[src/rotated_pattern_stamp_defines.svh]
// assertion macros for the rotated pattern stamp
`ifndef ROTATED_PATTERN_STAMP_DEFINES_SVH
`define ROTATED_PATTERN_STAMP_DEFINES_SVH

`ifndef SYNTH
// checked property, muted while in reset
`define RPS_ASSERT(lbl, ck, rn, prop, msg) \
    lbl: assert property (@(posedge ck) disable iff (!rn) prop) else $error(msg);
// checked property, live during reset as well
`define RPS_ASSERT_ALWAYS(lbl, ck, prop, msg) \
    lbl: assert property (@(posedge ck) prop) else $error(msg);
`else
`define RPS_ASSERT(lbl, ck, rn, prop, msg)
`define RPS_ASSERT_ALWAYS(lbl, ck, prop, msg)
`endif

`endif

[src/rps_pkg.sv]
// shared types and constants for the rotated pattern stamp
package rps_pkg;

    localparam int FIELD_DIM_DEF   = 64;
    localparam int PATTERN_DIM_DEF = 8;

    localparam int CFG_DATA_W  = 7;
    localparam int CFG_INDEX_W = 2;
    localparam int S_TDATA_W   = 40;
    localparam int M_TDATA_W   = 16;

    localparam logic [6:0] FIELD_WIDTH_RST    = 7'd64;
    localparam logic [6:0] FIELD_HEIGHT_RST   = 7'd64;
    localparam logic [3:0] PATTERN_WIDTH_RST  = 4'd8;
    localparam logic [3:0] PATTERN_HEIGHT_RST = 4'd8;

    typedef enum logic [1:0] {
        OP_LOAD_PAT   = 2'd0,
        OP_WRITE_CELL = 2'd1,
        OP_STAMP      = 2'd2,
        OP_NOP        = 2'd3
    } op_t;

    typedef enum logic [1:0] {
        ROT_0   = 2'd0,
        ROT_90  = 2'd1,
        ROT_180 = 2'd2,
        ROT_270 = 2'd3
    } rot_t;

    typedef enum logic [1:0] {
        CFG_FIELD_WIDTH    = 2'd0,
        CFG_FIELD_HEIGHT   = 2'd1,
        CFG_PATTERN_WIDTH  = 2'd2,
        CFG_PATTERN_HEIGHT = 2'd3
    } cfg_idx_t;

    typedef enum logic [2:0] {
        ST_CLEAR,
        ST_IDLE,
        ST_CELL_WR,
        ST_ROW,
        ST_LOAD,
        ST_CELL,
        ST_DONE
    } state_t;

    typedef struct packed {
        op_t        operation;
        logic [2:0] pattern_row;
        logic [2:0] pattern_col;
        logic [5:0] field_x;
        logic [5:0] field_y;
        logic       cell_value;
        logic [5:0] origin_x;
        logic [5:0] origin_y;
        rot_t       rotation;
    } item_t;

    typedef struct packed {
        logic [5:0] set_x;
        logic [5:0] set_y;
        logic       newly_set;
        logic       last;
    } res_t;

    // clip bounds; pattern sizes already limited to the store size
    typedef struct packed {
        logic [6:0] fw;
        logic [6:0] fh;
        logic [3:0] pw;
        logic [3:0] ph;
    } geom_t;

    typedef struct packed {
        logic       en;
        logic [2:0] row;
        logic [2:0] col;
        logic       val;
    } pat_write_t;

    typedef struct packed {
        rot_t       rot;
        logic [3:0] dx;
        logic [3:0] dy;
        logic [3:0] pw;
        logic [3:0] ph;
    } pat_lookup_t;

endpackage

[src/rps_ram.sv]
// generic simple dual port ram with registered read
module rps_ram #(
    parameter int WIDTH = 8,
    parameter int DEPTH = 2
) (
    input  logic                     clk,
    input  logic                     we,
    input  logic [$clog2(DEPTH)-1:0] waddr,
    input  logic [WIDTH-1:0]         wdata,
    input  logic                     re,
    input  logic [$clog2(DEPTH)-1:0] raddr,
    output logic [WIDTH-1:0]         rdata
);

    logic [WIDTH-1:0] mem_reg [DEPTH];
    logic [WIDTH-1:0] rdata_reg;

    always_ff @(posedge clk)
    begin
        if (we)
        begin
            mem_reg[waddr] <= wdata;
        end
        if (re)
        begin
            rdata_reg <= mem_reg[raddr];
        end
    end

    assign rdata = rdata_reg;

endmodule

[src/rps_pattern.sv]
// pattern register file with rotated bit lookup
module rps_pattern #(
    parameter int PATTERN_DIM = rps_pkg::PATTERN_DIM_DEF
) (
    input  logic                clk,
    input  logic                rst_n,
    input  rps_pkg::pat_write_t wr,
    input  rps_pkg::pat_lookup_t lk,
    output logic                bit_out
);

    localparam int PAW = (PATTERN_DIM > 1) ? $clog2(PATTERN_DIM) : 1;
    localparam logic [3:0] PD = 4'(PATTERN_DIM);

    logic [PATTERN_DIM-1:0] pat_reg [PATTERN_DIM];
    logic [3:0]             r;
    logic [3:0]             c;
    logic                   ok;
    logic                   wr_ok;

    assign wr_ok = wr.en && ({1'b0, wr.row} < PD) && ({1'b0, wr.col} < PD);

    always_ff @(posedge clk or negedge rst_n)
    begin
        if (!rst_n)
        begin
            for (int i = 0; i < PATTERN_DIM; i++)
            begin
                pat_reg[i] <= '0;
            end
        end
        else if (wr_ok)
        begin
            pat_reg[wr.row[PAW-1:0]][wr.col[PAW-1:0]] <= wr.val;
        end
    end

    always_comb
    begin
        r  = lk.dy;
        c  = lk.dx;
        ok = 1'b0;
        unique case (lk.rot)
            rps_pkg::ROT_0:
            begin
                ok = (lk.dx < lk.pw) && (lk.dy < lk.ph);
                r  = lk.dy;
                c  = lk.dx;
            end
            rps_pkg::ROT_90:
            begin
                ok = (lk.dx < lk.ph) && (lk.dy < lk.pw);
                r  = lk.ph - 4'd1 - lk.dx;
                c  = lk.dy;
            end
            rps_pkg::ROT_180:
            begin
                ok = (lk.dx < lk.pw) && (lk.dy < lk.ph);
                r  = lk.ph - 4'd1 - lk.dy;
                c  = lk.pw - 4'd1 - lk.dx;
            end
            rps_pkg::ROT_270:
            begin
                ok = (lk.dx < lk.ph) && (lk.dy < lk.pw);
                r  = lk.dx;
                c  = lk.pw - 4'd1 - lk.dy;
            end
            default:
            begin
                ok = 1'b0;
            end
        endcase
        ok      = ok && (r < PD) && (c < PD);
        bit_out = ok && pat_reg[r[PAW-1:0]][c[PAW-1:0]];
    end

endmodule

[src/rps_seq.sv]
// sequencer: field row read-modify-write, result ordering and output register
`include "rotated_pattern_stamp_defines.svh"

module rps_seq #(
    parameter int FIELD_DIM = rps_pkg::FIELD_DIM_DEF
) (
    input  logic                              clk,
    input  logic                              rst_n,
    input  logic                              s_tvalid,
    output logic                              s_tready,
    input  rps_pkg::item_t                    item,
    input  rps_pkg::geom_t                    geom,
    output rps_pkg::pat_write_t               pat_wr,
    output rps_pkg::pat_lookup_t              pat_lk,
    input  logic                              pat_bit,
    output logic                              ram_we,
    output logic [$clog2(FIELD_DIM)-1:0]      ram_waddr,
    output logic [FIELD_DIM-1:0]              ram_wdata,
    output logic                              ram_re,
    output logic [$clog2(FIELD_DIM)-1:0]      ram_raddr,
    input  logic [FIELD_DIM-1:0]              ram_rdata,
    output logic                              m_tvalid,
    input  logic                              m_tready,
    output rps_pkg::res_t                     res
);

    localparam int AW = $clog2(FIELD_DIM);
    localparam int CW = (AW > 7) ? AW : 7;
    localparam logic [CW:0]   FD       = (CW+1)'(FIELD_DIM);
    localparam logic [AW-1:0] CLR_LAST = AW'(FIELD_DIM - 1);

    rps_pkg::state_t state_reg, state_next;
    logic [AW-1:0]        clr_reg, clr_next;
    logic [CW-1:0]        ox_reg, ox_next;
    logic [CW-1:0]        oy_reg, oy_next;
    rps_pkg::rot_t        rot_reg, rot_next;
    logic [3:0]           dx_reg, dx_next;
    logic [3:0]           dy_reg, dy_next;
    logic [FIELD_DIM-1:0] row_reg, row_next;
    logic [CW-1:0]        wr_x_reg, wr_x_next;
    logic [AW-1:0]        wr_row_reg, wr_row_next;
    logic                 wr_val_reg, wr_val_next;
    logic                 pend_valid_reg, pend_valid_next;
    logic [5:0]           pend_x_reg, pend_x_next;
    logic [5:0]           pend_y_reg, pend_y_next;
    logic                 out_valid_reg, out_valid_next;
    rps_pkg::res_t        out_res_reg, out_res_next;

    logic [3:0]           span;
    logic [CW-1:0]        x;
    logic [CW-1:0]        y;
    logic [CW-1:0]        fx_c;
    logic [CW-1:0]        fy_c;
    logic                 x_ok;
    logic                 row_ok;
    logic                 cell_ok;
    logic                 hit;
    logic                 out_free;
    logic [FIELD_DIM-1:0] cell_row;

    assign span     = (geom.pw > geom.ph) ? geom.pw : geom.ph;
    assign x        = ox_reg + CW'(dx_reg);
    assign y        = oy_reg + CW'(dy_reg);
    assign fx_c     = CW'(item.field_x);
    assign fy_c     = CW'(item.field_y);
    assign x_ok     = (dx_reg < span) && (x < CW'(geom.fw)) && ({1'b0, x} < FD);
    assign row_ok   = (dy_reg < span) && (y < CW'(geom.fh)) && ({1'b0, y} < FD);
    assign cell_ok  = ({1'b0, fx_c} < FD) && ({1'b0, fy_c} < FD);
    assign hit      = pat_bit && !row_reg[x[AW-1:0]];
    assign out_free = !out_valid_reg || m_tready;

    assign pat_lk.rot = rot_reg;
    assign pat_lk.dx  = dx_reg;
    assign pat_lk.dy  = dy_reg;
    assign pat_lk.pw  = geom.pw;
    assign pat_lk.ph  = geom.ph;

    always_comb
    begin
        cell_row                     = ram_rdata;
        cell_row[wr_x_reg[AW-1:0]]   = wr_val_reg;
    end

    always_ff @(posedge clk or negedge rst_n)
    begin
        if (!rst_n)
        begin
            state_reg      <= rps_pkg::ST_CLEAR;
            clr_reg        <= '0;
            ox_reg         <= '0;
            oy_reg         <= '0;
            rot_reg        <= rps_pkg::ROT_0;
            dx_reg         <= '0;
            dy_reg         <= '0;
            row_reg        <= '0;
            wr_x_reg       <= '0;
            wr_row_reg     <= '0;
            wr_val_reg     <= 1'b0;
            pend_valid_reg <= 1'b0;
            pend_x_reg     <= '0;
            pend_y_reg     <= '0;
            out_valid_reg  <= 1'b0;
            out_res_reg    <= '0;
        end
        else
        begin
            state_reg      <= state_next;
            clr_reg        <= clr_next;
            ox_reg         <= ox_next;
            oy_reg         <= oy_next;
            rot_reg        <= rot_next;
            dx_reg         <= dx_next;
            dy_reg         <= dy_next;
            row_reg        <= row_next;
            wr_x_reg       <= wr_x_next;
            wr_row_reg     <= wr_row_next;
            wr_val_reg     <= wr_val_next;
            pend_valid_reg <= pend_valid_next;
            pend_x_reg     <= pend_x_next;
            pend_y_reg     <= pend_y_next;
            out_valid_reg  <= out_valid_next;
            out_res_reg    <= out_res_next;
        end
    end

    always_comb
    begin
        state_next      = state_reg;
        clr_next        = clr_reg;
        ox_next         = ox_reg;
        oy_next         = oy_reg;
        rot_next        = rot_reg;
        dx_next         = dx_reg;
        dy_next         = dy_reg;
        row_next        = row_reg;
        wr_x_next       = wr_x_reg;
        wr_row_next     = wr_row_reg;
        wr_val_next     = wr_val_reg;
        pend_valid_next = pend_valid_reg;
        pend_x_next     = pend_x_reg;
        pend_y_next     = pend_y_reg;
        out_valid_next  = out_valid_reg && !m_tready;
        out_res_next    = out_res_reg;

        s_tready   = 1'b0;
        ram_we     = 1'b0;
        ram_waddr  = clr_reg;
        ram_wdata  = '0;
        ram_re     = 1'b0;
        ram_raddr  = y[AW-1:0];
        pat_wr.en  = 1'b0;
        pat_wr.row = item.pattern_row;
        pat_wr.col = item.pattern_col;
        pat_wr.val = item.cell_value;

        unique case (state_reg)
            rps_pkg::ST_CLEAR:
            begin
                ram_we    = 1'b1;
                ram_waddr = clr_reg;
                ram_wdata = '0;
                clr_next  = clr_reg + AW'(1);
                if (clr_reg == CLR_LAST)
                begin
                    state_next = rps_pkg::ST_IDLE;
                end
            end

            rps_pkg::ST_IDLE:
            begin
                s_tready = 1'b1;
                if (s_tvalid)
                begin
                    unique case (item.operation)
                        rps_pkg::OP_LOAD_PAT:
                        begin
                            pat_wr.en = 1'b1;
                        end
                        rps_pkg::OP_WRITE_CELL:
                        begin
                            if (cell_ok)
                            begin
                                ram_re      = 1'b1;
                                ram_raddr   = fy_c[AW-1:0];
                                wr_x_next   = fx_c;
                                wr_row_next = fy_c[AW-1:0];
                                wr_val_next = item.cell_value;
                                state_next  = rps_pkg::ST_CELL_WR;
                            end
                        end
                        rps_pkg::OP_STAMP:
                        begin
                            ox_next    = CW'(item.origin_x);
                            oy_next    = CW'(item.origin_y);
                            rot_next   = item.rotation;
                            dy_next    = '0;
                            state_next = rps_pkg::ST_ROW;
                        end
                        rps_pkg::OP_NOP:
                        begin
                            state_next = rps_pkg::ST_IDLE;
                        end
                        default:
                        begin
                            state_next = rps_pkg::ST_IDLE;
                        end
                    endcase
                end
            end

            rps_pkg::ST_CELL_WR:
            begin
                ram_we     = 1'b1;
                ram_waddr  = wr_row_reg;
                ram_wdata  = cell_row;
                state_next = rps_pkg::ST_IDLE;
            end

            rps_pkg::ST_ROW:
            begin
                if (row_ok)
                begin
                    ram_re     = 1'b1;
                    ram_raddr  = y[AW-1:0];
                    state_next = rps_pkg::ST_LOAD;
                end
                else
                begin
                    state_next = rps_pkg::ST_DONE;
                end
            end

            rps_pkg::ST_LOAD:
            begin
                row_next   = ram_rdata;
                dx_next    = '0;
                state_next = rps_pkg::ST_CELL;
            end

            rps_pkg::ST_CELL:
            begin
                if (x_ok)
                begin
                    // a new hit pushes the held one out, so wait for a free slot
                    if (!(hit && pend_valid_reg && !out_free))
                    begin
                        if (pat_bit)
                        begin
                            row_next[x[AW-1:0]] = 1'b1;
                        end
                        if (hit)
                        begin
                            if (pend_valid_reg)
                            begin
                                out_valid_next         = 1'b1;
                                out_res_next.set_x     = pend_x_reg;
                                out_res_next.set_y     = pend_y_reg;
                                out_res_next.newly_set = 1'b1;
                                out_res_next.last      = 1'b0;
                            end
                            pend_valid_next = 1'b1;
                            pend_x_next     = x[5:0];
                            pend_y_next     = y[5:0];
                        end
                        dx_next = dx_reg + 4'd1;
                    end
                end
                else
                begin
                    ram_we     = 1'b1;
                    ram_waddr  = y[AW-1:0];
                    ram_wdata  = row_reg;
                    dy_next    = dy_reg + 4'd1;
                    state_next = rps_pkg::ST_ROW;
                end
            end

            rps_pkg::ST_DONE:
            begin
                if (out_free)
                begin
                    out_valid_next         = 1'b1;
                    out_res_next.set_x     = pend_valid_reg ? pend_x_reg : 6'd0;
                    out_res_next.set_y     = pend_valid_reg ? pend_y_reg : 6'd0;
                    out_res_next.newly_set = pend_valid_reg;
                    out_res_next.last      = 1'b1;
                    pend_valid_next        = 1'b0;
                    state_next             = rps_pkg::ST_IDLE;
                end
            end

            default:
            begin
                state_next = rps_pkg::ST_IDLE;
            end
        endcase
    end

    assign m_tvalid = out_valid_reg;
    assign res      = out_res_reg;

    `RPS_ASSERT(a_empty_is_last, clk, rst_n, (m_tvalid && !res.newly_set) |-> res.last, "empty stamp word without last")
    `RPS_ASSERT(a_pend_in_stamp, clk, rst_n, pend_valid_reg |-> (state_reg == rps_pkg::ST_ROW || state_reg == rps_pkg::ST_LOAD || state_reg == rps_pkg::ST_CELL || state_reg == rps_pkg::ST_DONE), "held report outside a stamp")
    `RPS_ASSERT_ALWAYS(a_no_rw_clash, clk, !(ram_we && ram_re && ram_waddr == ram_raddr), "field row read and written in one cycle")
    `RPS_ASSERT(a_done_flushes, clk, rst_n, (state_reg == rps_pkg::ST_DONE && out_free) |=> (m_tvalid && res.last && !pend_valid_reg), "stamp end did not flush the held report")

endmodule

[src/rotated_pattern_stamp.sv]
// top level of the rotated pattern stamp
//
// channel  dir  handshake          contents
// s_*      in   tvalid/tready      tdata: operation[1:0] pattern_row[4:2] pattern_col[7:5]
//                                  field_x[13:8] field_y[19:14] cell_value[20]
//                                  origin_x[26:21] origin_y[32:27] rotation[34:33]
// m_*      out  tvalid/tready      tdata: set_x[5:0] set_y[11:6]; tuser newly_set; tlast last
// cfg_*    in   cfg_we             cfg_index selects register, cfg_data holds the value
//
// load pattern bit is one register write; write field cell is a row read, then a row write
// a stamp does one field ram row read and one write back per clipped row and visits
// one cell per cycle while no new report waits on a held output word
// after reset a clearing pass writes zeros over FIELD_DIM rows, one row a cycle, s_tready low
// a stamp stalls on a new report while the output word is held by m_tready
module rotated_pattern_stamp #(
    parameter int FIELD_DIM   = rps_pkg::FIELD_DIM_DEF,
    parameter int PATTERN_DIM = rps_pkg::PATTERN_DIM_DEF
) (
    input  logic                              clk,
    input  logic                              rst_n,
    input  logic                              s_tvalid,
    output logic                              s_tready,
    // operation, pattern_row, pattern_col, field_x, field_y, cell_value,
    // origin_x, origin_y, rotation
    input  logic [rps_pkg::S_TDATA_W-1:0]     s_tdata,
    output logic                              m_tvalid,
    input  logic                              m_tready,
    // set_x, set_y
    output logic [rps_pkg::M_TDATA_W-1:0]     m_tdata,
    // newly_set
    output logic                              m_tuser,
    output logic                              m_tlast,
    input  logic                              cfg_we,
    input  logic [rps_pkg::CFG_INDEX_W-1:0]   cfg_index,
    input  logic [rps_pkg::CFG_DATA_W-1:0]    cfg_data
);

    localparam int AW = $clog2(FIELD_DIM);
    localparam logic [3:0] PD = 4'(PATTERN_DIM);

    logic [6:0] field_width_reg;
    logic [6:0] field_height_reg;
    logic [3:0] pattern_width_reg;
    logic [3:0] pattern_height_reg;

    rps_pkg::item_t       item;
    rps_pkg::geom_t       geom;
    rps_pkg::pat_write_t  pat_wr;
    rps_pkg::pat_lookup_t pat_lk;
    rps_pkg::res_t        res;
    logic                 pat_bit;
    logic                 ram_we;
    logic [AW-1:0]        ram_waddr;
    logic [FIELD_DIM-1:0] ram_wdata;
    logic                 ram_re;
    logic [AW-1:0]        ram_raddr;
    logic [FIELD_DIM-1:0] ram_rdata;

    always_ff @(posedge clk or negedge rst_n)
    begin
        if (!rst_n)
        begin
            field_width_reg    <= rps_pkg::FIELD_WIDTH_RST;
            field_height_reg   <= rps_pkg::FIELD_HEIGHT_RST;
            pattern_width_reg  <= rps_pkg::PATTERN_WIDTH_RST;
            pattern_height_reg <= rps_pkg::PATTERN_HEIGHT_RST;
        end
        else if (cfg_we)
        begin
            unique case (rps_pkg::cfg_idx_t'(cfg_index))
                rps_pkg::CFG_FIELD_WIDTH:    field_width_reg    <= cfg_data;
                rps_pkg::CFG_FIELD_HEIGHT:   field_height_reg   <= cfg_data;
                rps_pkg::CFG_PATTERN_WIDTH:  pattern_width_reg  <= cfg_data[3:0];
                rps_pkg::CFG_PATTERN_HEIGHT: pattern_height_reg <= cfg_data[3:0];
                default:                     field_width_reg    <= field_width_reg;
            endcase
        end
    end

    // field bounds against FIELD_DIM are applied in the sequencer
    assign geom.fw = field_width_reg;
    assign geom.fh = field_height_reg;
    assign geom.pw = (pattern_width_reg > PD) ? PD : pattern_width_reg;
    assign geom.ph = (pattern_height_reg > PD) ? PD : pattern_height_reg;

    assign item.operation   = rps_pkg::op_t'(s_tdata[1:0]);
    assign item.pattern_row = s_tdata[4:2];
    assign item.pattern_col = s_tdata[7:5];
    assign item.field_x     = s_tdata[13:8];
    assign item.field_y     = s_tdata[19:14];
    assign item.cell_value  = s_tdata[20];
    assign item.origin_x    = s_tdata[26:21];
    assign item.origin_y    = s_tdata[32:27];
    assign item.rotation    = rps_pkg::rot_t'(s_tdata[34:33]);

    rps_pattern #(
        .PATTERN_DIM(PATTERN_DIM)
    ) u_pattern (
        .clk     (clk),
        .rst_n   (rst_n),
        .wr      (pat_wr),
        .lk      (pat_lk),
        .bit_out (pat_bit)
    );

    rps_ram #(
        .WIDTH(FIELD_DIM),
        .DEPTH(FIELD_DIM)
    ) u_field_ram (
        .clk   (clk),
        .we    (ram_we),
        .waddr (ram_waddr),
        .wdata (ram_wdata),
        .re    (ram_re),
        .raddr (ram_raddr),
        .rdata (ram_rdata)
    );

    rps_seq #(
        .FIELD_DIM(FIELD_DIM)
    ) u_seq (
        .clk       (clk),
        .rst_n     (rst_n),
        .s_tvalid  (s_tvalid),
        .s_tready  (s_tready),
        .item      (item),
        .geom      (geom),
        .pat_wr    (pat_wr),
        .pat_lk    (pat_lk),
        .pat_bit   (pat_bit),
        .ram_we    (ram_we),
        .ram_waddr (ram_waddr),
        .ram_wdata (ram_wdata),
        .ram_re    (ram_re),
        .ram_raddr (ram_raddr),
        .ram_rdata (ram_rdata),
        .m_tvalid  (m_tvalid),
        .m_tready  (m_tready),
        .res       (res)
    );

    assign m_tdata = {4'b0000, res.set_y, res.set_x};
    assign m_tuser = res.newly_set;
    assign m_tlast = res.last;

endmodule

[config.mk]
export PLATFORM = sky130hd
export DESIGN_NAME = rotated_pattern_stamp
export DESIGN_NICKNAME = d
export VERILOG_FILES = /design/src/rps_pkg.sv /design/src/rps_ram.sv /design/src/rps_pattern.sv /design/src/rps_seq.sv /design/src/rotated_pattern_stamp.sv
export VERILOG_INCLUDE_DIRS = /design/src /design/src/src
export SDC_FILE = /design/constraint.sdc
export NUM_CORES = 2
export LEC_CHECK = 0
export BUFFER_PORTS_ARGS = -buffer_cell sky130_fd_sc_hd__clkbuf_2
export CAP_MARGIN = 20
export CORE_MARGIN = 1
export CORE_UTILIZATION = 50
export CTS_BUF_LIST = sky130_fd_sc_hd__clkbuf_4 sky130_fd_sc_hd__clkbuf_8
export CTS_CLUSTER_SIZE = 30
export DETAILED_ROUTE_END_ITERATION = 6
export GPL_ROUTABILITY_DRIVEN = 0
export HOLD_SLACK_MARGIN = 0.05
export PLACE_DENSITY = 0.68
export SETUP_SLACK_MARGIN = 0.5
export SYNTH_ARGS = -nofsm -noshare
export SYNTH_HDL_FRONTEND = slang
export SYNTH_HIERARCHICAL = 1
export SYNTH_SLANG_ARGS = --single-unit
[constraint.sdc]
create_clock -name clk -period 8.79 [get_ports clk]
set_input_delay 0.879 -clock clk [delete_from_list [all_inputs] [get_ports clk]]
set_output_delay 0.879 -clock clk [all_outputs]
set_load 0.01 [all_outputs]
* Word-level counts from Yosys, hierarchy flattened
Memory sizes are Yosys's and may differ from the RTL's. A register that Yosys moved wholly into a read port is not among the register bits.
Index checks and enable logic that the tools add are counted.
** Storage, ports and cells
- Bits in registers :: 222
- RAM bits :: 4096
- Input bits :: 54
- Output and inout port bits :: 20
- Logic and storage cells :: 230
- Memories :: 1
** Memory list
- u_field_ram.mem_reg :: depth 64, width 64, rd ports 1, clocked after memory_dff 1, wr ports 1, line rps_ram.sv:15 : logic [WIDTH-1:0] mem_reg [DEPTH];
** Cells by class
- $add $sub $neg :: 11
- Magnitude comparators :: 27
- Equal/unequal tests :: 28
- Multiplexer cells :: 82
- Bitwise logic cells :: 4
- Reductions and logical operators :: 46
** Operators by type and width (number)
- $mux W64 :: 4
- $pmux W64 S2 :: 2
- $bwmux W64 :: 2
- $mux W14 :: 5
- $or A64 B64 Y64 :: 1
- $mux W6 :: 7
- $mux W4 :: 8
- $pmux W4 S4 :: 2
- $lt A6 B7 Y1 const B :: 4
- $pmux W14 S2 :: 1
- $mux W1 :: 25
- $bmux W8 S3 :: 1
- $demux W8 S3 :: 1
- $lt A4 B4 Y1 :: 6
- $mux W8 :: 3
- $logic_and A1 B1 Y1 :: 18
- $pmux W3 S6 :: 1
- $pmux W4 S2 :: 2
- $reduce_and A4 Y1 :: 4
- $sub A4 B4 Y4 :: 4
- $mux W3 :: 5
- $add A6 B4 Y7 :: 2
- $lt A7 B7 Y1 :: 2
- $lt A7 B7 Y1 const B :: 2
- 41 further kinds :: 86

* Depth between registers and ports, before layout
- Depth in word-level cells :: 18
- Mapped depth :: 23
- Mapped depth without buffers :: 21

* Hierarchy
The synthesis kept the hierarchy.
** By module, submodules not included
- rps_ram :: instances 1, cells each 6812, area an instance 157528.6 um^2, sequential area each 124919.8 um^2
- rps_seq :: instances 1, cells each 1271, area an instance 10253.6 um^2, sequential area each 3403.3 um^2
- rps_pattern :: instances 1, cells each 464, area an instance 4479.3 um^2, sequential area each 1601.5 um^2
- rotated_pattern_stamp :: instances 1, cells each 61, area an instance 924.6 um^2, sequential area each 555.5 um^2

* Least setup slack after synthesis
Ideal clock, no wire load.
- Path kind :: register to register
- Start point :: register pattern_height_reg[3]
- End point :: memory u_field_ram/mem_reg[48][0] in the netlist's numbering (enable)
- Library setup time :: 0.565 ns
- Arrival :: 8.431 ns
- Required time :: 8.225 ns
- Slack :: -0.205 ns
- Stages on the path, launching flop included :: 21
- Buffers on the path :: 4
- Clock period less this slack :: 8.995 ns
- Cell sequence :: dfstp_2 clkbuf_1 inv_1 ha_1 and2_1 o21a_1 o21a_1 a21oi_1 ha_1 nor3b_1 nor4_1 a21oi_1 o31ai_1 a211o_1 and2_1 clkbuf_1 clkbuf_1 clkbuf_1 o21bai_1 nand2_1 nor3_1
** RTL lines
- from (decl) :: line rotated_pattern_stamp.sv:44 : logic [3:0] pattern_height_reg;
- from (signal assigned) :: line rotated_pattern_stamp.sv:66 : pattern_height_reg <= rps_pkg::PATTERN_HEIGHT_RST;
- from (signal assigned) :: line rotated_pattern_stamp.sv:74 : rps_pkg::CFG_PATTERN_HEIGHT: pattern_height_reg <= cfg_data[3:0];
- to (decl) :: line rps_ram.sv:15

==> impl_metrics.ini <==
[clock_tree]
cts_tree = done
cts_resized = 0
clk_pin_slew_ps = 60
postCtsSetupBuffers = 0
cts_htree_levels = 6
clockBufferDepth = 4
root_buffer = clkbuf_8
cts_made_buffers = 689
clock_sinks = 4382
clock_latency_ps = 1230

[routing]
wl_per_cell_um = 31.5
drtAntennaViolNets = 0
vias_per_cell = 6.36
drc = 0
firstDrtPassIters = 6
initialDrtViolationCount = 12500
drt-total-wl_um = 450000
vias = 90700

[worst_setup_path]
crit_required_ps = 9590
cp_slowest_cell = and2_2
critPathTopFamily = simple AND/OR/NAND/NOR gates
worstPathArrival_ps = 8480
worstPathCellList = nor2b_1, inv_1, ha_1, and2_1, o21a_1, o21a_1, nor2_1, a21oi_1, ha_1, nor3b_1, nor4_1, a21oi_1, o31ai_1, a211o_1, and2_2, a22o_1, a21o_1, nand2_1, or3_1, nor2_4, buf_12
path_class = reg -> reg
crit_fanout = 50
path_buf_inv = 2
endpoint_kind = flip-flop
cpPeakStageDelay_ps = 730
startpoint_type = flip-flop

[die]
core_sq_mm = 0.344
ios = 74
num_rows = 215
die-area_sq_mm = 0.349
initial_core_util_pct = 50.4
die_h_um = 591
die_w_um = 591

[layout]
nets = 9280
final_cell_area_sq_mm = 0.195
final_cell_mix = edfxtp_1 (4160), mux4_2 (1032), clkbuf_8 (701)
final_common_cell = edfxtp_1
area_growth_pct = 12.3
multi_input_area_sq_mm = 0.0412
regArea_sq_mm = 0.130
largest_reg_flops = 4096
post-route-util_pct = 56.6
drive_gt1_share_pct = 28.9
fillers = 25100
instances_no_fill = 14300

[timing]
slew_headroom_pct = 17.4
finalHoldViolCount = 0
finalWorstSetupSlack_ps = 1110
fin_crit_sh_pct = 87.4
slew_violations = 0
rsz0062_at_grt = no
fmax_mhz = 130
post-route-min-period_ps = 7680
finalSetupViolations = 0
worstMarginPinSlew_ps = 1240
whs_ps = 149
clock_skew_ps = 73.7
setup-tns-final_ps = 0

[placed_design]
dp_hpwl_um = 250000
dp_slack_ps = 1440
placed_area_sq_mm = 0.181
port_buffers = 64
dp_cells = 13000

[power_and_ir_drop]
total_power_mw = 79.6
p_per_area_mw_per_mm2 = 409
leakage_nw = 63.5
ir_drop_v = 0.000646

[synth]
synth_warnings = 6
synthFlopType = edfxtp_1
avgSynthCellArea_sq_um = 20.1
async_reset_ff_share_pct = 5.07
syn_area_sq_mm = 0.173
postSynthRegisterBits = 4382
synth_cell_types = 98
netlist_instances = 8608
synth-seq-area-share_pct = 75.3
synth_edf_count = 4160

[global_routing]
grt_pass1_wl_um = 648000
grt_start_max_net_pins = 116
grt_use_total_pct = 25.7
grt_pass1_vias = 92500
antenna_found_initial = 27
grt-ovfl-total = 0

[min_path]
hold_class = in -> reg

[run_status]
outcome = complete, no violations

[flow_run]
drv_cap = 0
cell usage after synthesis, drive strengths merged, types with 12 or more instances:
| cell | count | area (sq um) |
|---|---|---|
| nand2 | 518 | 1940 |
| mux2i | 239 | 2390 |
| and2 | 14 | 92.6 |
| o32ai | 17 | 149 |
| mux4 | 1032 | 23200 |
| mux2 | 108 | 1220 |
| and3 | 25 | 161 |
| o21a | 57 | 428 |
| or3 | 62 | 388 |
| ha | 55 | 688 |
| a21oi | 97 | 677 |
| o221ai | 29 | 254 |
| a21o | 15 | 113 |
| a31oi | 55 | 344 |
| a211oi | 21 | 163 |
| edfxtp | 4160 | 125000 |
| xnor2 | 18 | 165 |
| o31ai | 20 | 164 |
| nor2b | 50 | 320 |
| a22oi | 131 | 983 |
| nand2b | 17 | 109 |
| buf | 283 | 1780 |
| o22ai | 137 | 857 |
| o21ai | 183 | 916 |
| clkbuf | 250 | 938 |
| or2 | 12 | 75.1 |
| inv | 49 | 184 |
| dfrtp | 218 | 5460 |
| nand3 | 211 | 1060 |
| nor2 | 283 | 1060 |
| nor3 | 27 | 135 |
| nand4 | 87 | 551 |
layout make-up:
type	instances	share of cell area, %
Timing Repair Buffer	398	1.86
Multi-Input combinational cell	3646	21.2
Inverter	50	0.0965
Antenna cell	8	0.0103
Clock inverter	298	1.01
Tap cell	4557	2.93
Clock buffer	936	5.87
Sequential cell	4382	67.1
final timing paths:
path,from,endpoint,slack (ps),depth (start not counted)
worst max-delay path,pattern_height_reg[3]$_DFFE_PN1P_,u_field_ram/mem_reg[35][6]$_DFFE_PP_,1110,21
worst min-delay path,cfg_index[1],field_width_reg[6]$_DFFE_PN1P_,150,3
worst max register to register,pattern_height_reg[3]$_DFFE_PN1P_,u_field_ram/mem_reg[35][6]$_DFFE_PP_,1110,21
worst min register to register,u_seq/ox_reg[3]$_DFFE_PN0P_,u_seq/ox_reg[3]$_DFFE_PN0P_,500,2
max in group asynchronous,rst_n,u_seq/wr_val_reg$_DFFE_PN0P_,7070,3
min in group asynchronous,rst_n,pattern_height_reg[0]$_DFFE_PN0P_,230,2
kinds of logic after synthesis:
group           Yosys count  synth area share, %
mux                    1379                 15.5
flops                  4382                 75.3
fa+ha+maj                59                0.444
compound gates          836                 3.32
xor+xnor                 24                0.126
simple gates           1344                 3.58
buf+inv                 583                 1.68
other cells               1              0.00217
what timing repair did:
action / 4_1_cts / 5_1_grt
endpoints found under the hold margin: 126 / 0
hold buffers: 37 / 0
setup endpoints to repair: 0 / 0
worst reg2reg max path: cells and delay by family (launching register included):
kind | cells | cell delay, ps
buffers and inverters | 2 | 530
AOI/OAI and AO/OA | 8 | 2100
DFF | 1 | 400
adders and majority gates | 2 | 570
and+or+nand+nor | 9 | 3460
where the power goes:
| part | leakage [nW] | internal (mW) | total [mW] | switching [mW] |
|---|---|---|---|---|
| clock network | 7.08 | 8.80 | 16.8 | 8.04 |
| logic | 15.2 | 13.4 | 36.1 | 22.7 |
| registers | 41.3 | 25.8 | 26.6 | 0.771 |
layer usage:
metal / share of wire (%) / routed length [um] / vias to the layer above / GRT usage (%)
li1: - / - / 36700 / -
met1: 38 / 173000 / 47800 / 36.3
met2: 47 / 214000 / 5338 / 40.6
met3: 11 / 49400 / 850 / 5.64
met4: 3.1 / 13800 / 6 / 7.76
met5: 0.0091 / 41 / - / 0
No activity file was read; power rests on OpenSTA's default activity.
